--- config.mk ---
export PLATFORM = sky130hd
export DESIGN_NAME = date_text_validator
export DESIGN_NICKNAME = d
export VERILOG_FILES = /design/src/hdl/dtv_pkg.sv /design/src/hdl/date_text_validator.sv /design/src/hdl/dtv_parser.sv
export SDC_FILE = /design/constraint.sdc
export NUM_CORES = 1
export LEC_CHECK = 0
export BUFFER_PORTS_ARGS = -buffer_cell sky130_fd_sc_hd__buf_4
export CELL_PAD_IN_SITES_DETAIL_PLACEMENT = 1
export CELL_PAD_IN_SITES_GLOBAL_PLACEMENT = 2
export CORE_ASPECT_RATIO = 2
export CORE_MARGIN = 8
export CORE_UTILIZATION = 42
export DETAILED_ROUTE_END_ITERATION = 16
export PLACE_DENSITY_LB_ADDON = 0.1
export SLEW_MARGIN = 20
export SYNTH_ARGS = -nofsm -noshare
export SYNTH_HDL_FRONTEND = slang
export SYNTH_SLANG_ARGS = --single-unit
--- constraint.sdc ---
create_clock -name clock -period 11.2 [get_ports clock]
set_input_delay 0.56 -clock clock [delete_from_list [all_inputs] [get_ports clock]]
set_output_delay 0.56 -clock clock [all_outputs]
set_load 0.02 [all_outputs]
--- src/hdl/dtv_pkg.sv ---
// ----------------------------------------------------------------------------
// Date text validator package
// Shared types, status codes and calendar helpers for the dd/mm/yyyy checker.
// ----------------------------------------------------------------------------
package dtv_pkg;

   localparam int CharW   = 8;
   localparam int StatusW = 3;
   localparam int DayW    = 5;
   localparam int MonthW  = 4;
   localparam int YearW   = 14;
   localparam int PosW    = 4;
   localparam int AccW    = 7;   // two decimal digits, 0..99
   localparam int DigitW  = 4;

   localparam logic [PosW-1:0]  TextLen    = PosW'(10);
   localparam logic [PosW-1:0]  PosSat     = PosW'(11);
   localparam logic [PosW-1:0]  PosSep1    = PosW'(2);
   localparam logic [PosW-1:0]  PosSep2    = PosW'(5);
   localparam logic [PosW-1:0]  PosYear    = PosW'(6);
   localparam logic [PosW-1:0]  PosYearLo  = PosW'(8);
   localparam logic [CharW-1:0] CharSlash  = 8'h2F;
   localparam logic [CharW-1:0] CharZero   = 8'h30;
   localparam logic [CharW-1:0] CharNine   = 8'h39;
   localparam logic [MonthW-1:0] MonthFeb  = MonthW'(2);

   typedef enum logic [StatusW-1:0] {
      STATUS_OK        = 3'd0,
      STATUS_BAD_FMT   = 3'd1,
      STATUS_NON_DIGIT = 3'd2,
      STATUS_BAD_MONTH = 3'd3,
      STATUS_BAD_DAY   = 3'd4
   } status_type;

   typedef struct packed {
      status_type         status;
      logic [DayW-1:0]    day;
      logic [MonthW-1:0]  month;
      logic [YearW-1:0]   year;
   } result_type;

   // Length of a month 1..12; February follows the leap flag.
   function automatic logic [DayW-1:0] month_days(input logic [MonthW-1:0] month,
                                                  input logic leap);
      logic [DayW-1:0] days;
      begin
         unique case (month)
            4'd1, 4'd3, 4'd5, 4'd7, 4'd8, 4'd10, 4'd12: days = DayW'(31);
            4'd4, 4'd6, 4'd9, 4'd11:                    days = DayW'(30);
            MonthFeb:                                   days = leap ? DayW'(29) : DayW'(28);
            default:                                    days = DayW'(0);
         endcase
         return days;
      end
   endfunction

endpackage

--- src/hdl/date_text_validator.sv ---
// A result beat is registered: a final character's beat passes the input register,
// then the result register, which it enters once the result slot can take it.
// Throughput: one character per cycle, but a final character waits while the result
// register is full and stalled; the parser's state registers take one character per step.
// Reset: synchronous, active high; clears the input and output stages and all
// parse state, so the next character starts a new text.
// ----------------------------------------------------------------------------
// Date text validator
// Checks a dd/mm/yyyy text streamed one character per beat and gives one
// status beat on the final character, with the parsed date when the date is valid.
// ----------------------------------------------------------------------------
module date_text_validator (
   input  logic                           clock,
   input  logic                           reset,
   input  logic                           req_valid,
   output logic                           req_stall,
   input  logic [dtv_pkg::CharW-1:0]      req_char_code,
   input  logic                           req_last_char,
   output logic                           rsp_valid,
   input  logic                           rsp_stall,
   output logic [dtv_pkg::StatusW-1:0]    rsp_status,
   output logic [dtv_pkg::DayW-1:0]       rsp_day,
   output logic [dtv_pkg::MonthW-1:0]     rsp_month,
   output logic [dtv_pkg::YearW-1:0]      rsp_year
);

   logic                          in_valid_ff, in_valid_in;
   logic [dtv_pkg::CharW-1:0]     in_char_ff;
   logic                          in_last_ff;
   logic                          out_valid_ff, out_valid_in;
   dtv_pkg::result_type           out_ff;
   dtv_pkg::result_type           parsed;
   logic                          req_take;
   logic                          out_free;
   logic                          step;

   // A held character moves on unless it is a final one and the result slot is full and stalled.
   assign out_free  = !out_valid_ff || !rsp_stall;
   assign step      = in_valid_ff && (!in_last_ff || out_free);
   assign req_stall = in_valid_ff && !step;
   assign req_take  = req_valid && !req_stall;

   dtv_parser u_parser (
      .clock     (clock),
      .reset     (reset),
      .step      (step),
      .char_code (in_char_ff),
      .last_char (in_last_ff),
      .result    (parsed)
   );

   always_comb begin
      if (req_take)  in_valid_in = 1'b1;
      else if (step) in_valid_in = 1'b0;
      else           in_valid_in = in_valid_ff;
      if (out_free)  out_valid_in = step && in_last_ff;
      else           out_valid_in = 1'b1;
   end

   always_ff @(posedge clock) begin
      if (reset) begin
         in_valid_ff  <= 1'b0;
         out_valid_ff <= 1'b0;
      end else begin
         in_valid_ff  <= in_valid_in;
         out_valid_ff <= out_valid_in;
      end
   end

   always_ff @(posedge clock) begin
      if (req_take) begin
         in_char_ff <= req_char_code;
         in_last_ff <= req_last_char;
      end
      if (step && in_last_ff) begin
         out_ff <= parsed;
      end
   end

   assign rsp_valid  = out_valid_ff;
   assign rsp_status = out_ff.status;
   assign rsp_day    = out_ff.day;
   assign rsp_month  = out_ff.month;
   assign rsp_year   = out_ff.year;

endmodule

--- src/hdl/dtv_parser.sv ---
// ----------------------------------------------------------------------------
// Date text parser
// Holds the per-text state, folds in one character per step and produces the
// checked result on the final character.
// ----------------------------------------------------------------------------
module dtv_parser (
   input  logic                        clock,
   input  logic                        reset,
   input  logic                        step,
   input  logic [dtv_pkg::CharW-1:0]   char_code,
   input  logic                        last_char,
   output dtv_pkg::result_type         result
);

   logic [dtv_pkg::PosW-1:0]   pos_ff,     pos_in;
   logic [dtv_pkg::AccW-1:0]   day_ff,     day_in;
   logic [dtv_pkg::AccW-1:0]   month_ff,   month_in;
   logic [dtv_pkg::YearW-1:0]  year_ff,    year_in;
   logic [dtv_pkg::AccW-1:0]   yr_hi_ff,   yr_hi_in;
   logic [dtv_pkg::AccW-1:0]   yr_lo_ff,   yr_lo_in;
   logic                       fmt_err_ff, fmt_err_in;
   logic                       dig_err_ff, dig_err_in;

   logic [dtv_pkg::PosW-1:0]   pos_next;
   logic [dtv_pkg::AccW-1:0]   day_next, month_next, yr_hi_next, yr_lo_next;
   logic [dtv_pkg::YearW-1:0]  year_next;
   logic                       fmt_err_next, dig_err_next;
   logic                       is_digit;
   logic [dtv_pkg::DigitW-1:0] digit;
   logic [dtv_pkg::CharW-1:0]  char_off;
   logic                       leap;
   logic [dtv_pkg::DayW-1:0]   days_max;
   logic [dtv_pkg::AccW-1:0]   month_len;

   // Two-digit accumulate: acc * 10 + digit, kept to the accumulator width.
   function automatic logic [dtv_pkg::AccW-1:0] acc2(input logic [dtv_pkg::AccW-1:0] acc,
                                                    input logic [dtv_pkg::DigitW-1:0] v);
      logic [dtv_pkg::AccW+3:0] sum;
      begin
         sum = {4'b0, acc} * (dtv_pkg::AccW+4)'(10) + {{dtv_pkg::AccW{1'b0}}, v};
         return sum[dtv_pkg::AccW-1:0];
      end
   endfunction

   assign char_off = char_code - dtv_pkg::CharZero;
   assign digit    = char_off[dtv_pkg::DigitW-1:0];
   assign is_digit = (char_code >= dtv_pkg::CharZero) && (char_code <= dtv_pkg::CharNine);

   always_comb begin
      logic [dtv_pkg::YearW+3:0] year_sum;
      year_sum     = {4'b0, year_ff} * (dtv_pkg::YearW+4)'(10)
                   + {{dtv_pkg::YearW{1'b0}}, digit};
      day_next     = day_ff;
      month_next   = month_ff;
      year_next    = year_ff;
      yr_hi_next   = yr_hi_ff;
      yr_lo_next   = yr_lo_ff;
      fmt_err_next = fmt_err_ff;
      dig_err_next = dig_err_ff;
      if (pos_ff == dtv_pkg::PosSep1 || pos_ff == dtv_pkg::PosSep2) begin
         if (char_code != dtv_pkg::CharSlash) fmt_err_next = 1'b1;
      end else if (pos_ff < dtv_pkg::TextLen) begin
         if (!is_digit) begin
            dig_err_next = 1'b1;
         end else if (pos_ff < dtv_pkg::PosSep1) begin
            day_next = acc2(day_ff, digit);
         end else if (pos_ff < dtv_pkg::PosSep2) begin
            month_next = acc2(month_ff, digit);
         end else begin
            year_next = year_sum[dtv_pkg::YearW-1:0];
            // The year is also kept as two digit pairs for the leap test.
            if (pos_ff < dtv_pkg::PosYearLo) yr_hi_next = acc2(yr_hi_ff, digit);
            else                             yr_lo_next = acc2(yr_lo_ff, digit);
         end
      end else begin
         fmt_err_next = 1'b1;
      end
      pos_next = (pos_ff < dtv_pkg::PosSat) ? pos_ff + dtv_pkg::PosW'(1) : pos_ff;
   end

   // Divisibility by 4 of a two-digit pair is its low two bits. A year ending
   // in 00 is a leap year only when the century pair divides by 4.
   assign leap = (yr_lo_next != '0) ? (yr_lo_next[1:0] == 2'b00)
                                    : (yr_hi_next[1:0] == 2'b00);
   assign days_max  = dtv_pkg::month_days(month_next[dtv_pkg::MonthW-1:0], leap);
   assign month_len = {{(dtv_pkg::AccW-dtv_pkg::DayW){1'b0}}, days_max};

   always_comb begin
      result.day   = '0;
      result.month = '0;
      result.year  = '0;
      priority if (fmt_err_next || pos_next != dtv_pkg::TextLen) begin
         result.status = dtv_pkg::STATUS_BAD_FMT;
      end else if (dig_err_next) begin
         result.status = dtv_pkg::STATUS_NON_DIGIT;
      end else if (month_next < dtv_pkg::AccW'(1) || month_next > dtv_pkg::AccW'(12)) begin
         result.status = dtv_pkg::STATUS_BAD_MONTH;
      end else if (day_next < dtv_pkg::AccW'(1) || day_next > month_len) begin
         result.status = dtv_pkg::STATUS_BAD_DAY;
      end else begin
         result.status = dtv_pkg::STATUS_OK;
         result.day    = day_next[dtv_pkg::DayW-1:0];
         result.month  = month_next[dtv_pkg::MonthW-1:0];
         result.year   = year_next;
      end
   end

   // The final character returns every field to its reset value.
   always_comb begin
      pos_in     = pos_ff;
      day_in     = day_ff;
      month_in   = month_ff;
      year_in    = year_ff;
      yr_hi_in   = yr_hi_ff;
      yr_lo_in   = yr_lo_ff;
      fmt_err_in = fmt_err_ff;
      dig_err_in = dig_err_ff;
      if (step) begin
         if (last_char) begin
            pos_in     = '0;
            day_in     = '0;
            month_in   = '0;
            year_in    = '0;
            yr_hi_in   = '0;
            yr_lo_in   = '0;
            fmt_err_in = 1'b0;
            dig_err_in = 1'b0;
         end else begin
            pos_in     = pos_next;
            day_in     = day_next;
            month_in   = month_next;
            year_in    = year_next;
            yr_hi_in   = yr_hi_next;
            yr_lo_in   = yr_lo_next;
            fmt_err_in = fmt_err_next;
            dig_err_in = dig_err_next;
         end
      end
   end

   always_ff @(posedge clock) begin
      if (reset) begin
         pos_ff     <= '0;
         day_ff     <= '0;
         month_ff   <= '0;
         year_ff    <= '0;
         yr_hi_ff   <= '0;
         yr_lo_ff   <= '0;
         fmt_err_ff <= 1'b0;
         dig_err_ff <= 1'b0;
      end else begin
         pos_ff     <= pos_in;
         day_ff     <= day_in;
         month_ff   <= month_in;
         year_ff    <= year_in;
         yr_hi_ff   <= yr_hi_in;
         yr_lo_ff   <= yr_lo_in;
         fmt_err_ff <= fmt_err_in;
         dig_err_ff <= dig_err_in;
      end
   end

endmodule

==> run summary <==
hold_sp: req_char_code[5]
max incr delay on CP: 0.92 ns
row count: 58
global-route wire length before repair: 25700 um
clock root cell: clkbuf_16
Post-DRT Antenna Nets: 0
CP cell instances: inv_1 > ha_1 > nand3b_1 > a2111oi_4 > a21oi_1 > a311oi_1 > nor2_1 > o22ai_1 > ha_1 > nor2b_1 > o21a_1 > o21a_1 > o21a_1 > o22ai_1 > nand3_2 > a31oi_1
final design utilization: 48.5%
Setup WS pre-CTS: 6.32 ns
port bufs: 40
die width: 96.2 um
worst-skew pair later-pin latency: 0.34 ns
Synth Warn #: 0
Clock Sinks: 80
status: completed
period utilisation layout: 43.6%
die area: 17000 um^2
wirelength, routed: 16200 um
nets@finish: 670
overall power: 0.630 mW
final hold viol count: 0
asr flop ratio synth: 0%
final setup fails: 0
final global-route overflow total: 0
power per cell area: 104 nW/um^2
worst min path class: in -> reg
DR vias/cell: 5.94
Final Wtd Congestion: 0.856
I/O pin count: 41
initial antenna violation count: 0
Startpoint Class: register
maximum clock path buffer count: 2
largest net degree at the start of global routing: 45
fin crit period: 4.89 ns
Post-synth EDFFs: 35
drt initial violations: 133
WS Path Type: reg -> reg
Num CTS Buffers: 9
CORE AREA: 12600 um^2
most common cell after layout, fill and taps aside: nor2_1
max cap viols: 0
# fillers: 1419
share of layout cells above drive strength 1: 11.6%
antenna cells: 0
drt first pass iters: 4
Post-Synthesis Cells: 565
Post-Route Setup TNS: 0 ns
Peak Freq: 205 MHz
CP Launch Point: u_parser.pos_ff[1]
RSZ-0062 raised after global routing: false
gr usage total: 20.0%
Main synth FF type: dfxtp_1
Layout Skew: 0.00487 ns
final worst setup slack: 6.31 ns
DRC: 0
Max VDD drop: 81.3 uV
Syn Area/Cell: 9.55 um^2
H-tree Lvls: 3
initial core utilization: 43.0%
die extent in y: 176 um
CP Max Fanout: 23
Worst-path clk slew: 0.06 ns
vias in the first global route: 4883
buffer count from post-CTS setup fixing: 0
CP arrival: 5.05 ns
sequential fraction of the synthesis area: 36.2%
cts hold-fix bufs: 0
worst r2r src: u_parser.pos_ff[1]
max-slew violation count: 0
Rel. slew slack: 37.1%
Critical Path RT: 11.36 ns
synthesis-to-layout area growth: 12.8%
CTS tree: yes
Critical Path Most Common Cell: o21a_1
Routed WL per cell: 21.6 um
Post-CTS Resized: 0
most frequent cells in the layout: nor2_1 (88), ha_1 (52), dfxtp_1 (45)
synthesized flop and latch total: 80
Worst Setup End Kind: register
synth unique cells: 72
synthesized cell area: 5400 um^2
Leak: 2.39 nW
DP Wirelength: 12600 um
Critical-path top delay cell: a2111oi_4
worst-margin pin slew: 0.944 ns
via count: 4464
syn nets: 638
[cells by family (layout without fill, tap and decap cells)]
kind of cell	after synthesis	count (layout)	share of synthesized area (%)
multiplexers	14	14	2.69
AO/OA/AOI/OAI	137	137	17.9
XOR/XNOR	38	38	6.42
AND/OR/NAND/NOR	186	186	17.9
adder cells (fa/ha/maj)	60	60	15.0
flip-flops	80	80	36.2
buffers and inverters	50	86	3.85
[sequential cells by signal (all words and copies together) (netlist names), 2 cells and up]
register and cells:
in_char_ff 8, rsp_day 5, rsp_month 4, rsp_status 3, rsp_year 14, u_parser.day_ff 7, u_parser.month_ff 7, u_parser.pos_ff 4
u_parser.year_ff 14, u_parser.yr_hi_ff 2, u_parser.yr_lo_ff 7
[per-stage QoR]
stage	instances	area, um^2	hold slack, ns
after floorplan	565	5400	0.447
after global placement	736	5810	0.459
after detailed placement	736	5810	0.474
after CTS	751	6090	0.387
after global routing	751	6090	0.387
final	751	6090	0.396
[critical path: cells and delay by family (launching register included)]
family,cells,cell delay [ns]
buffers and inverters,1,0.13
and+or+nand+nor,4,0.87
DFF,1,0.56
AOI/OAI and AO/OA,9,2.73
adders and majority gates,2,0.41
[area by class of cell]
cell class / count / area (um^2) / share of cell area, %
clock inverter: 4 / 46.3 / 0.760
tap: 150 / 188 / 3.08
clock buffer: 11 / 233 / 3.82
inverter: 28 / 105 / 1.73
sequential: 80 / 1950 / 32.1
timing repair buffer: 43 / 323 / 5.30
multi-input combinational: 435 / 3240 / 53.3
[power breakdown]
| part | internal [mW] | switching [mW] | total (mW) | leakage [nW] |
|---|---|---|---|---|
| Combinational | 0.0104 | 0.0204 | 0.0308 | 1.53 |
| Clock | 0.170 | 0.116 | 0.286 | 0.133 |
| Sequential | 0.307 | 0.00624 | 0.313 | 0.732 |
[worst paths after layout]
kind	depth (start not counted)	slack (ns)	endpoint
max reg2reg	16	6.31	rsp_year[12]
min	1	0.40	in_char_ff[5]
max	16	6.31	rsp_year[12]
min reg2reg	2	0.48	u_parser.year_ff[13]
[synthesized netlist by cell type, types with 3 or more instances]
| library cell | count | area, um^2 |
|---|---|---|
| nor2_1 | 88 | 330 |
| ha_1 | 52 | 651 |
| dfxtp_1 | 45 | 901 |
| edfxtp_1 | 35 | 1050 |
| inv_1 | 28 | 105 |
| a21oi_1 | 27 | 135 |
| a22oi_1 | 23 | 173 |
| o21ai_0 | 19 | 95.1 |
| xnor2_1 | 19 | 166 |
| xor2_1 | 18 | 158 |
| nand2_1 | 17 | 63.8 |
| clkbuf_1 | 15 | 56.3 |
| nor2b_1 | 12 | 75.1 |
| nand3_1 | 11 | 55.1 |
| mux2i_1 | 10 | 100 |
| a21o_1 | 9 | 67.6 |
| fa_1 | 8 | 160 |
| nor3_1 | 8 | 40.0 |
| a32oi_1 | 7 | 61.3 |
| nand2b_1 | 6 | 37.5 |
| o31ai_1 | 6 | 45.0 |
| a21boi_0 | 5 | 37.5 |
| o21a_1 | 5 | 37.5 |
| o22ai_1 | 5 | 31.3 |
| and2_1 | 4 | 25.0 |
| mux2_2 | 4 | 45.0 |
| nor4_1 | 4 | 25.0 |
| or4_1 | 4 | 30.0 |
| a32o_1 | 3 | 30.0 |
| and3_1 | 3 | 18.8 |
| and3b_1 | 3 | 26.3 |
| buf_2 | 3 | 15.0 |
| nor3b_1 | 3 | 22.5 |
| o211ai_1 | 3 | 22.5 |
[layer usage]
layer	wire length, um	global-route usage (%)	up-vias
met5	0	0	-
met1	5750	19.1	2255
li1	-	-	2129
met2	9580	39.4	57
met3	380	2.89	23
met4	477	8.52	0
No activity file was read; power rests on OpenSTA's default activity.
